`config.mk`:
```
export PLATFORM = sky130hd
export DESIGN_NAME = ascon_aead_encrypt_decrypt_top_flat
export DESIGN_NICKNAME = d
export VERILOG_FILES = /design/src/hw/rtl/asc_pkg.sv /design/src/hw/rtl/asc_if.sv /design/src/hw/rtl/asc_front.sv /design/src/hw/rtl/asc_back.sv /design/src/hw/rtl/ascon_aead_encrypt_decrypt_top.sv /design/src/flat_wrapper.sv
export SDC_FILE = /design/constraint.sdc
export NUM_CORES = 2
export LEC_CHECK = 0
export BUFFER_PORTS_ARGS = -buffer_cell sky130_fd_sc_hd__clkbuf_2
export CAP_MARGIN = 20
export CORE_ASPECT_RATIO = 2
export CORE_MARGIN = 4
export CORE_UTILIZATION = 45
export CTS_CLUSTER_SIZE = 14
export DETAILED_ROUTE_END_ITERATION = 10
export MAX_ROUTING_LAYER = met4
export SLEW_MARGIN = 20
export SYNTH_ARGS = -nofsm -noshare
export SYNTH_HDL_FRONTEND = slang
export SYNTH_SLANG_ARGS = --single-unit
```
`constraint.sdc`:
```
create_clock -name i_clk -period 12 [get_ports i_clk]
set_input_delay 1.8 -clock i_clk [delete_from_list [all_inputs] [get_ports i_clk]]
set_output_delay 1.8 -clock i_clk [all_outputs]
set_load 0.1 [all_outputs]
```
`src/hw/rtl/asc_pkg.sv`:
```
package asc_pkg;

    localparam int KeyW = 64;
    localparam int OpW = 2;
    localparam int CntW = 4;

    localparam logic [1:0] OP_START = 2'd0;
    localparam logic [1:0] OP_AD = 2'd1;
    localparam logic [1:0] OP_MSG = 2'd2;
    localparam logic [1:0] OP_FIN = 2'd3;

    localparam logic [1:0] REG_KEY_HIGH = 2'd0;
    localparam logic [1:0] REG_KEY_LOW = 2'd1;
    localparam logic [1:0] REG_DIRECTION = 2'd2;

    localparam logic [63:0] INIT_WORD = 64'h80400c0600000000;
    localparam logic [7:0] PAD_BYTE = 8'h80;
    localparam logic [3:0] ROUNDS_A = 4'd12;
    localparam logic [3:0] ROUNDS_B = 4'd6;
    localparam int QueueDepth = 2;

    typedef logic [63:0] t_word;
    typedef t_word [4:0] t_state;

    typedef struct packed {
        logic [1:0] op;
        logic [63:0] hi;
        logic [63:0] lo;
        logic [3:0] n;
    } t_item;

    typedef struct packed {
        logic [63:0] data_out;
        logic [3:0] out_bytes;
        logic [63:0] tag_high;
        logic [63:0] tag_low;
        logic status;
    } t_result;

    function automatic t_word rotr(input t_word v, input int r);
        rotr = (v >> r) | (v << (64 - r));
    endfunction

    function automatic t_state ascon_round(input t_state s, input logic [3:0] i);
        t_word x0, x1, x2, x3, x4, t0, t1, t2, t3, t4;
        x0 = s[0]; x1 = s[1]; x2 = s[2]; x3 = s[3]; x4 = s[4];
        x2 = x2 ^ {56'd0, 4'd15 - i, i};
        x0 = x0 ^ x4; x4 = x4 ^ x3; x2 = x2 ^ x1;
        t0 = ~x0 & x1; t1 = ~x1 & x2; t2 = ~x2 & x3; t3 = ~x3 & x4; t4 = ~x4 & x0;
        x0 = x0 ^ t1; x1 = x1 ^ t2; x2 = x2 ^ t3; x3 = x3 ^ t4; x4 = x4 ^ t0;
        x1 = x1 ^ x0; x0 = x0 ^ x4; x3 = x3 ^ x2; x2 = ~x2;
        ascon_round[0] = x0 ^ rotr(x0, 19) ^ rotr(x0, 28);
        ascon_round[1] = x1 ^ rotr(x1, 61) ^ rotr(x1, 39);
        ascon_round[2] = x2 ^ rotr(x2, 1) ^ rotr(x2, 6);
        ascon_round[3] = x3 ^ rotr(x3, 10) ^ rotr(x3, 17);
        ascon_round[4] = x4 ^ rotr(x4, 7) ^ rotr(x4, 41);
    endfunction

    function automatic t_word lead_mask(input logic [3:0] n);
        lead_mask = (n == 4'd0) ? 64'd0 : (~64'd0 << (7'd64 - {n, 3'd0}));
    endfunction

    function automatic t_word pad_word(input logic [3:0] n);
        pad_word = {PAD_BYTE, 56'd0} >> {n, 3'd0};
    endfunction

endpackage

```
`src/hw/rtl/asc_if.sv`:
```
interface asc_in_if;
    logic valid;
    logic ready;
    logic [1:0] operation;
    logic [63:0] word_high;
    logic [63:0] word_low;
    logic [3:0] byte_count;
    modport source(output valid, operation, word_high, word_low, byte_count, input ready);
    modport sink(input valid, operation, word_high, word_low, byte_count, output ready);
endinterface

interface asc_out_if;
    logic valid;
    logic ready;
    logic [63:0] data_out;
    logic [3:0] out_bytes;
    logic [63:0] tag_high;
    logic [63:0] tag_low;
    logic status;
    modport source(output valid, data_out, out_bytes, tag_high, tag_low, status, input ready);
    modport sink(input valid, data_out, out_bytes, tag_high, tag_low, status, output ready);
endinterface

interface asc_cfg_if;
    logic valid;
    logic ready;
    logic [1:0] index;
    logic [63:0] data;
    modport source(output valid, index, data, input ready);
    modport sink(input valid, index, data, output ready);
endinterface

```
`src/hw/rtl/asc_front.sv`:
```
module asc_front (
    input  logic                i_clk,
    input  logic                i_rst_n,
    asc_in_if.sink              in_ch,
    output asc_pkg::t_item      o_item,
    output logic                o_valid,
    input  logic                i_pop
);
    import asc_pkg::*;

    t_item r_q [QueueDepth];
    logic r_wp, r_rp;
    logic [1:0] r_cnt;
    logic push, pop;

    assign in_ch.ready = (r_cnt != 2'd2);
    assign push = in_ch.valid && in_ch.ready;
    assign o_valid = (r_cnt != 2'd0);
    assign pop = i_pop && o_valid;
    assign o_item = r_q[r_rp];

    always_ff @(posedge i_clk) begin
        if (push) begin
            r_q[r_wp].op <= in_ch.operation;
            r_q[r_wp].hi <= in_ch.word_high;
            r_q[r_wp].lo <= in_ch.word_low;
            r_q[r_wp].n <= in_ch.byte_count[3] ? 4'd8 : in_ch.byte_count;
        end
        if (!i_rst_n) begin
            r_wp <= 1'b0;
            r_rp <= 1'b0;
            r_cnt <= 2'd0;
        end else begin
            if (push) r_wp <= ~r_wp;
            if (pop) r_rp <= ~r_rp;
            r_cnt <= r_cnt + {1'b0, push} - {1'b0, pop};
        end
    end

`ifndef NO_ASSERTIONS
    a_cnt: assert property (@(posedge i_clk) disable iff (!i_rst_n) r_cnt != 2'd3)
        else $error("queue count overflow");
    a_nclip: assert property (@(posedge i_clk) disable iff (!i_rst_n)
        o_valid |-> o_item.n <= 4'd8) else $error("byte count not clipped");
    a_full: assert property (@(posedge i_clk) disable iff (!i_rst_n)
        (r_cnt == 2'd2) |-> !in_ch.ready) else $error("accept while full");
`endif
endmodule

```
`src/hw/rtl/asc_back.sv`:
```
module asc_back (
    input  logic                i_clk,
    input  logic                i_rst_n,
    input  asc_pkg::t_item      i_item,
    input  logic                i_valid,
    output logic                o_pop,
    input  logic [63:0]         i_key_high,
    input  logic [63:0]         i_key_low,
    input  logic                i_dir,
    asc_out_if.source           out_ch
);
    import asc_pkg::*;

    localparam logic [2:0] S_IDLE = 3'd0;
    localparam logic [2:0] S_RUN  = 3'd1;
    localparam logic [2:0] S_OUT  = 3'd2;

    localparam logic [2:0] K_NONE = 3'd0;
    localparam logic [2:0] K_INIT = 3'd1;
    localparam logic [2:0] K_ADPAD = 3'd2;
    localparam logic [2:0] K_BLOCK = 3'd3;
    localparam logic [2:0] K_FIN = 3'd4;

    localparam logic [1:0] PH_IDLE = 2'd0;
    localparam logic [1:0] PH_AD = 2'd1;
    localparam logic [1:0] PH_MSG = 2'd2;
    localparam logic [1:0] PH_TAIL = 2'd3;

    logic [2:0] r_fsm, r_kind;
    logic [1:0] r_phase;
    logic r_ad_open, r_dec;
    logic [3:0] r_rnd, r_left;
    t_state r_s;
    t_item r_it;
    t_result r_res;
    logic r_oval;

    t_word m, blk;
    t_state s_nx;
    logic accept;

    assign m = lead_mask(r_it.n);
    assign blk = r_it.hi & m;
    assign accept = (r_fsm == S_IDLE) && i_valid && !r_oval;
    assign o_pop = accept;

    assign out_ch.valid = r_oval;
    assign out_ch.data_out = r_res.data_out;
    assign out_ch.out_bytes = r_res.out_bytes;
    assign out_ch.tag_high = r_res.tag_high;
    assign out_ch.tag_low = r_res.tag_low;
    assign out_ch.status = r_res.status;

    always_ff @(posedge i_clk) begin
        if (!i_rst_n) begin
            r_fsm <= S_IDLE;
            r_phase <= PH_IDLE;
            r_ad_open <= 1'b0;
            r_oval <= 1'b0;
            r_s <= '0;
            r_kind <= K_NONE;
            r_rnd <= 4'd0;
            r_left <= 4'd0;
        end else begin
            if (r_oval && out_ch.ready) r_oval <= 1'b0;
            case (r_fsm)
                S_IDLE: begin
                    if (accept) begin
                        r_it <= i_item;
                        r_dec <= i_dir;
                        r_res <= '0;
                        r_fsm <= S_OUT;
                    end
                end
                S_OUT: begin
                    // Decide the next step of the current item.
                    r_fsm <= S_IDLE;
                    r_kind <= K_NONE;
                    case (r_it.op)
                        OP_START: begin
                            if (r_kind == K_INIT) begin
                                r_s[3] <= r_s[3] ^ i_key_high;
                                r_s[4] <= r_s[4] ^ i_key_low;
                                r_phase <= PH_AD;
                                r_ad_open <= 1'b0;
                                r_oval <= 1'b1;
                            end else begin
                                r_s <= {r_it.lo, r_it.hi, i_key_low, i_key_high, INIT_WORD};
                                r_kind <= K_INIT; r_rnd <= 4'd0; r_left <= ROUNDS_A;
                                r_fsm <= S_RUN;
                            end
                        end
                        OP_AD: begin
                            if (r_kind == K_BLOCK) begin
                                if (r_it.n != 4'd8) begin
                                    r_s[4] <= r_s[4] ^ 64'd1;
                                    r_phase <= PH_MSG;
                                    r_ad_open <= 1'b0;
                                end else r_ad_open <= 1'b1;
                                r_oval <= 1'b1;
                            end else if (r_phase == PH_AD) begin
                                r_s[0] <= r_s[0] ^ blk ^
                                    ((r_it.n == 4'd8) ? 64'd0 : pad_word(r_it.n));
                                r_kind <= K_BLOCK; r_rnd <= 4'd6; r_left <= ROUNDS_B;
                                r_fsm <= S_RUN;
                            end else r_oval <= 1'b1;
                        end
                        default: begin
                            if (r_kind == K_ADPAD || (r_phase == PH_AD && !r_ad_open)) begin
                                r_s[4] <= r_s[4] ^ 64'd1;
                                r_phase <= PH_MSG;
                                r_ad_open <= 1'b0;
                                r_fsm <= S_OUT;
                            end else if (r_phase == PH_AD) begin
                                r_s[0] <= r_s[0] ^ pad_word(4'd0);
                                r_kind <= K_ADPAD; r_rnd <= 4'd6; r_left <= ROUNDS_B;
                                r_fsm <= S_RUN;
                            end else if (r_it.op == OP_MSG) begin
                                if (r_kind == K_BLOCK) r_oval <= 1'b1;
                                else if (r_phase == PH_MSG) begin
                                    r_res.data_out <= r_dec ? ((r_s[0] ^ blk) & m)
                                                            : ((r_s[0] ^ blk) & m);
                                    r_res.out_bytes <= r_it.n;
                                    if (r_dec) r_s[0] <= ((r_s[0] & ~m) | blk) ^
                                        ((r_it.n == 4'd8) ? 64'd0 : pad_word(r_it.n));
                                    else r_s[0] <= r_s[0] ^ blk ^
                                        ((r_it.n == 4'd8) ? 64'd0 : pad_word(r_it.n));
                                    if (r_it.n == 4'd8) begin
                                        r_kind <= K_BLOCK; r_rnd <= 4'd6;
                                        r_left <= ROUNDS_B; r_fsm <= S_RUN;
                                    end else begin
                                        r_phase <= PH_TAIL;
                                        r_oval <= 1'b1;
                                    end
                                end else r_oval <= 1'b1;
                            end else begin
                                if (r_kind == K_FIN) begin
                                    r_s[3] <= r_s[3] ^ i_key_high;
                                    r_s[4] <= r_s[4] ^ i_key_low;
                                    if (r_dec) r_res.status <=
                                        ((r_s[3] ^ i_key_high ^ r_it.hi) |
                                         (r_s[4] ^ i_key_low ^ r_it.lo)) != 64'd0;
                                    else begin
                                        r_res.tag_high <= r_s[3] ^ i_key_high;
                                        r_res.tag_low <= r_s[4] ^ i_key_low;
                                    end
                                    r_phase <= PH_IDLE;
                                    r_ad_open <= 1'b0;
                                    r_oval <= 1'b1;
                                end else if (r_phase == PH_IDLE) begin
                                    r_res.status <= r_dec;
                                    r_oval <= 1'b1;
                                end else begin
                                    r_s[0] <= r_s[0] ^ ((r_phase == PH_MSG) ?
                                        pad_word(4'd0) : 64'd0);
                                    r_s[1] <= r_s[1] ^ i_key_high;
                                    r_s[2] <= r_s[2] ^ i_key_low;
                                    r_kind <= K_FIN; r_rnd <= 4'd0; r_left <= ROUNDS_A;
                                    r_fsm <= S_RUN;
                                end
                            end
                        end
                    endcase
                end
                S_RUN: begin
                    r_s <= s_nx;
                    r_rnd <= r_rnd + 4'd1;
                    r_left <= r_left - 4'd1;
                    if (r_left == 4'd1) r_fsm <= S_OUT;
                end
                default: r_fsm <= S_IDLE;
            endcase
        end
    end

    assign s_nx = ascon_round(r_s, r_rnd);

`ifndef NO_ASSERTIONS
    a_run: assert property (@(posedge i_clk) disable iff (!i_rst_n)
        (r_fsm == S_RUN) |-> (r_left != 4'd0)) else $error("round counter empty");
    a_nopop: assert property (@(posedge i_clk) disable iff (!i_rst_n)
        o_pop |-> !r_oval) else $error("item taken with result pending");
    a_hold: assert property (@(posedge i_clk) disable iff (!i_rst_n)
        (r_oval && !out_ch.ready) |=> r_oval) else $error("result dropped");
`endif
endmodule

```
`src/hw/rtl/ascon_aead_encrypt_decrypt_top.sv`:
```
// An item's result is valid once the item, taken into an idle core, has passed the
// decision state, run any permutation rounds and come back to the decision state: start
// and finalize run 12 rounds, a full block 6. Closing associated data that ended on a full
// block adds a 6-round padding permutation, and domain separation adds a decision step.
// The core takes one item at a time; a two-entry input queue accepts items while it is busy.
// Synchronous active-low reset clears the state, phase, keys and direction.
module ascon_aead_encrypt_decrypt_top (
    input  logic       i_clk,
    input  logic       i_rst_n,
    asc_in_if.sink     in_ch,
    asc_out_if.source  out_ch,
    asc_cfg_if.sink    cfg_ch
);
    import asc_pkg::*;

    logic [63:0] r_key_high, r_key_low;
    logic r_dir;
    t_item q_item;
    logic q_valid, q_pop;

    assign cfg_ch.ready = 1'b1;

    always_ff @(posedge i_clk) begin
        if (!i_rst_n) begin
            r_key_high <= '0;
            r_key_low <= '0;
            r_dir <= 1'b0;
        end else if (cfg_ch.valid) begin
            case (cfg_ch.index)
                REG_KEY_HIGH: r_key_high <= cfg_ch.data;
                REG_KEY_LOW: r_key_low <= cfg_ch.data;
                REG_DIRECTION: r_dir <= cfg_ch.data[0];
                default: ;
            endcase
        end
    end

    asc_front u_front (
        .i_clk(i_clk), .i_rst_n(i_rst_n), .in_ch(in_ch),
        .o_item(q_item), .o_valid(q_valid), .i_pop(q_pop)
    );

    asc_back u_back (
        .i_clk(i_clk), .i_rst_n(i_rst_n), .i_item(q_item), .i_valid(q_valid),
        .o_pop(q_pop), .i_key_high(r_key_high), .i_key_low(r_key_low),
        .i_dir(r_dir), .out_ch(out_ch)
    );
endmodule
```
`src/flat_wrapper.sv`:
```
// flat-port wrapper written by rule: the top's interface ports become plain ports
module ascon_aead_encrypt_decrypt_top_flat import asc_pkg::*;
  (i_clk, i_rst_n, in_ch_valid, in_ch_operation, in_ch_word_high, in_ch_word_low, in_ch_byte_count, in_ch_ready, out_ch_valid, out_ch_data_out, out_ch_out_bytes, out_ch_tag_high, out_ch_tag_low, out_ch_status, out_ch_ready, cfg_ch_valid, cfg_ch_index, cfg_ch_data, cfg_ch_ready);
  asc_in_if in_ch_i ();
  asc_out_if out_ch_i ();
  asc_cfg_if cfg_ch_i ();
  input  logic i_clk;
  input  logic i_rst_n;
  input wire logic [$bits(in_ch_i.valid)-1:0] in_ch_valid;
  input wire logic [$bits(in_ch_i.operation)-1:0] in_ch_operation;
  input wire logic [$bits(in_ch_i.word_high)-1:0] in_ch_word_high;
  input wire logic [$bits(in_ch_i.word_low)-1:0] in_ch_word_low;
  input wire logic [$bits(in_ch_i.byte_count)-1:0] in_ch_byte_count;
  output wire logic [$bits(in_ch_i.ready)-1:0] in_ch_ready;
  output wire logic [$bits(out_ch_i.valid)-1:0] out_ch_valid;
  output wire logic [$bits(out_ch_i.data_out)-1:0] out_ch_data_out;
  output wire logic [$bits(out_ch_i.out_bytes)-1:0] out_ch_out_bytes;
  output wire logic [$bits(out_ch_i.tag_high)-1:0] out_ch_tag_high;
  output wire logic [$bits(out_ch_i.tag_low)-1:0] out_ch_tag_low;
  output wire logic [$bits(out_ch_i.status)-1:0] out_ch_status;
  input wire logic [$bits(out_ch_i.ready)-1:0] out_ch_ready;
  input wire logic [$bits(cfg_ch_i.valid)-1:0] cfg_ch_valid;
  input wire logic [$bits(cfg_ch_i.index)-1:0] cfg_ch_index;
  input wire logic [$bits(cfg_ch_i.data)-1:0] cfg_ch_data;
  output wire logic [$bits(cfg_ch_i.ready)-1:0] cfg_ch_ready;
  assign in_ch_i.valid = in_ch_valid;
  assign in_ch_i.operation = in_ch_operation;
  assign in_ch_i.word_high = in_ch_word_high;
  assign in_ch_i.word_low = in_ch_word_low;
  assign in_ch_i.byte_count = in_ch_byte_count;
  assign in_ch_ready = in_ch_i.ready;
  assign out_ch_valid = out_ch_i.valid;
  assign out_ch_data_out = out_ch_i.data_out;
  assign out_ch_out_bytes = out_ch_i.out_bytes;
  assign out_ch_tag_high = out_ch_i.tag_high;
  assign out_ch_tag_low = out_ch_i.tag_low;
  assign out_ch_status = out_ch_i.status;
  assign out_ch_i.ready = out_ch_ready;
  assign cfg_ch_i.valid = cfg_ch_valid;
  assign cfg_ch_i.index = cfg_ch_index;
  assign cfg_ch_i.data = cfg_ch_data;
  assign cfg_ch_ready = cfg_ch_i.ready;
  ascon_aead_encrypt_decrypt_top u_core (.i_clk(i_clk), .i_rst_n(i_rst_n), .in_ch(in_ch_i), .out_ch(out_ch_i), .cfg_ch(cfg_ch_i));
endmodule
```
==> results.json <==
{
  "final-setup-viol-count": 0,
  "clockRootBuffer": "clkbuf_16",
  "netlist_top_cells_area": "edfxtp_1 (28%), dfxtp_1 (15%), xnor2_1 (14%), xor2_1 (4.6%), nand2_1 (3.9%)",
  "grt_start_max_net_pins": 153,
  "p_int_mw": 10.0,
  "cts_buffer_depth": 3,
  "syn-cell-area_mm2": 0.0639,
  "yosysWarnings": 0,
  "start_util": 0.453,
  "finalCriticalPeriod_ns": 4.75,
  "ys_seq_area_frac": 0.429,
  "async_reset_ff_frac": 0,
  "synth.top_cell.area_share": 0.282,
  "cpPeakStageDelay_ns": 0.96,
  "cts_tree": "done",
  "peakVddDrop_mv": 0.227,
  "hold_slack_ns": 0.485,
  "r2r_start": "u_core.u_back.r_it[132]",
  "fp.dieW_um": 274,
  "firstDrtPassIters": 8,
  "synth_nets": 7144,
  "synth-seq-cells": 1070,
  "dp_hpwl_mm": 266,
  "grt_pass1_vias": 52782,
  "drtAntennaViolNets": 0,
  "rows": 195,
  "dr.first_iter.drc_count": 7386,
  "period_share": 0.396,
  "die_y_um": 541,
  "syn_inst": 6794,
  "overflow": 0,
  "power_density_mw_per_mm2": 290,
  "grt_setup_unrepaired": "no",
  "cts_sinks": 1070,
  "core_mm2": 0.141,
  "via_per_inst": 6.21,
  "status": "finished with violations",
  "cts_buffers": 102,
  "routed-via-count": 56665,
  "drv_cap": 2,
  "ys_types": 95,
  "syn_avg_cell_area_um2": 9.40,
  "max_slew_margin": -0.456,
  "synthTopCellsByCount": "xnor2_1 (1029), nand2_1 (671), nor2_1 (667), edfxtp_1 (600), a21oi_1 (491)",
  "power.total_mw": 21.2,
  "swShare": 0.527,
  "hold_viol_final": 0,
  "violations": "max-capacitance violations, max-slew violations",
  "yosys.area.top_type": "edfxtp_1",
  "antenna_found_initial": 30,
  "gp_congestion": 1.16,
  "p_comb_frac": 0.589,
  "ios": 405,
  "cpMostUsedCell": "buf_4",
  "place_inst": 8884,
  "grt_use_total": 0.484,
  "holdBufCountCts": 0,
  "pwr-share-clk": 0.163,
  "drt_drc_violations_left": 0,
  "min-delay-start": "u_core.u_back.r_left[1]",
  "critPathKind": "reg -> reg",
  "clock_skew_ns": 0.0708,
  "finalMaxSlewViolations": 5,
  "fin_nets": 7483,
  "yosysMostFrequentCell": "xnor2_1",
  "cp-startpoint": "u_core.u_back.r_it[132]",
  "critPathCaptureType": "flip-flop",
  "die_area_mm2": 0.148,
  "clk_pin_slew_ns": 0.07,
  "worstSkewPairLatency_ns": 0.79,
  "fmax_mhz": 210,
  "final_cells": 9118,
  "dpl_cell_area_mm2": 0.0689,
  "synth-edff-count": 600,
  "crit_buf_inv": 2,
  "tns_ns": 0,
  "area_delta_synth_final_pct": 14.4,
  "cp.arrival_ns": 5.35,
  "wl_per_cell_um": 38.6,
  "path_max_fanout": 68,
  "seqPwrFrac": 0.248,
  "critPathRequiredTime_ns": 12.60,
  "cp_top_family": "buffers and inverters",
  "hold_path_class": "reg -> reg",
  "synthFlopType": "edfxtp_1",
  "cts-resized-gates": 0,
  "htree_levels": 3,
  "grt_pass1_wl_mm": 469,
  "port-buffer-count": 403,
  "worstPathCellList": "or2_4, a31o_4, buf_4, buf_4, nor2_1, o21ai_0, a21oi_1",
  "start_kind": "flip-flop",
  "post_cts_buffers": 0,
  "p_leak_nw": 25.5,
  "layout-drive-gt1-share": 0.157,
  "wirelength_mm": 352,
  "power_switching_mw": 11.2,
  "worst_pin_slew_ns": 2.17,
  "stdcell_area_mm2": 0.0731,
  "slowest_stage": "or2_4"
}
[flip-flops by register name, indices dropped and copies added (netlist names), 2 cells and up]
| register | flops |
|---|---|
| u_core.u_back.r_phase | 2 |
| u_core.r_key_low | 64 |
| u_core.u_back.r_s | 320 |
| u_core.u_back.r_rnd | 4 |
| u_core.u_back.out_ch.out_bytes | 4 |
| u_core.u_front.r_q | 268 |
| u_core.u_front.r_cnt | 2 |
| u_core.u_back.out_ch.data_out | 64 |
| u_core.u_back.r_kind | 3 |
| u_core.r_key_high | 64 |
| u_core.u_back.r_left | 4 |
| u_core.u_back.out_ch.tag_high | 64 |
| u_core.u_back.r_it | 134 |
| u_core.u_back.r_fsm | 2 |
| u_core.u_back.out_ch.tag_low | 64 |
[through the flow]
stage,setup slack [ns],util
floorplan,2.44,-
global placement,7.07,0.488
detailed placement,7.02,0.488
CTS,7.48,0.513
global route,7.31,0.518
finish,7.25,0.518
[power groups by stage]
stage	registers [mW]	logic, mW	clock network [mW]
finish	5.26	12.5	3.46
CTS	5.21	11.6	3.49
global placement	5.27	11.6	0
floorplan	5.97	5.93	0
detailed placement	5.28	11.6	0
global route	5.25	12.5	3.63
[path summary, 6_finish.rpt]
| kind | end | slack (ns) | cells past startpoint |
|---|---|---|---|
| hold / removal | u_core.u_back.r_left[1] | 0.48 | 2 |
| setup / recovery | u_core.u_back.r_s[272] | 7.25 | 7 |
| hold reg to reg | u_core.u_back.r_left[1] | 0.48 | 2 |
| setup reg to reg | u_core.u_back.r_s[272] | 7.25 | 7 |
[routing by layer]
metal	global-route usage	part of all wire	wire length, µm
met5	-	0	0
met4	0.522	0.15	51700
met3	0.136	0.086	30300
met2	0.698	0.43	153000
met1	0.505	0.33	117000
[tightest hold or removal path, stage by stage (launching register included)]
cell	delay (ns)
dfxtp_1	0.33
nand2_1	0.06
a21oi_1	0.05
[layout by cell type (no fill, tap or decap), drive strengths merged, types with 59 or more instances in the layout]
| cell type | n |
|---|---|
| o211ai | 92 |
| buf | 262 |
| mux2 | 139 |
| a21oi | 491 |
| nand3 | 193 |
| maj3 | 62 |
| a211oi | 64 |
| ha | 145 |
| inv | 252 |
| xor2 | 346 |
| dfxtp | 470 |
| xnor2 | 1029 |
| edfxtp | 600 |
| mux2i | 103 |
| and2 | 59 |
| clkbuf | 542 |
| nor2 | 669 |
| nand2 | 673 |
| o21ai | 495 |
[area by class of cell]
| type | instances | area (µm²) |
|---|---|---|
| Clock inverter | 53 | 683 |
| Tap cell | 1871 | 2340 |
| Antenna cell | 26 | 65.1 |
| Fill cell | 13320 | 67900 |
| Multi-Input combinational cell | 5046 | 34700 |
| Sequential cell | 1070 | 27400 |
| Timing Repair Buffer | 665 | 4180 |
| Clock buffer | 139 | 2790 |
| Inverter | 248 | 943 |
[cell families after synthesis]
group           share of synthesized area
compound gates                      0.130
xor+xnor                            0.197
fa+ha+maj                          0.0381
buf+inv                            0.0428
flops                               0.429
mux                                0.0406
other cells                     0.0000587
simple gates                        0.122
(Power assumes the default switching activity.)
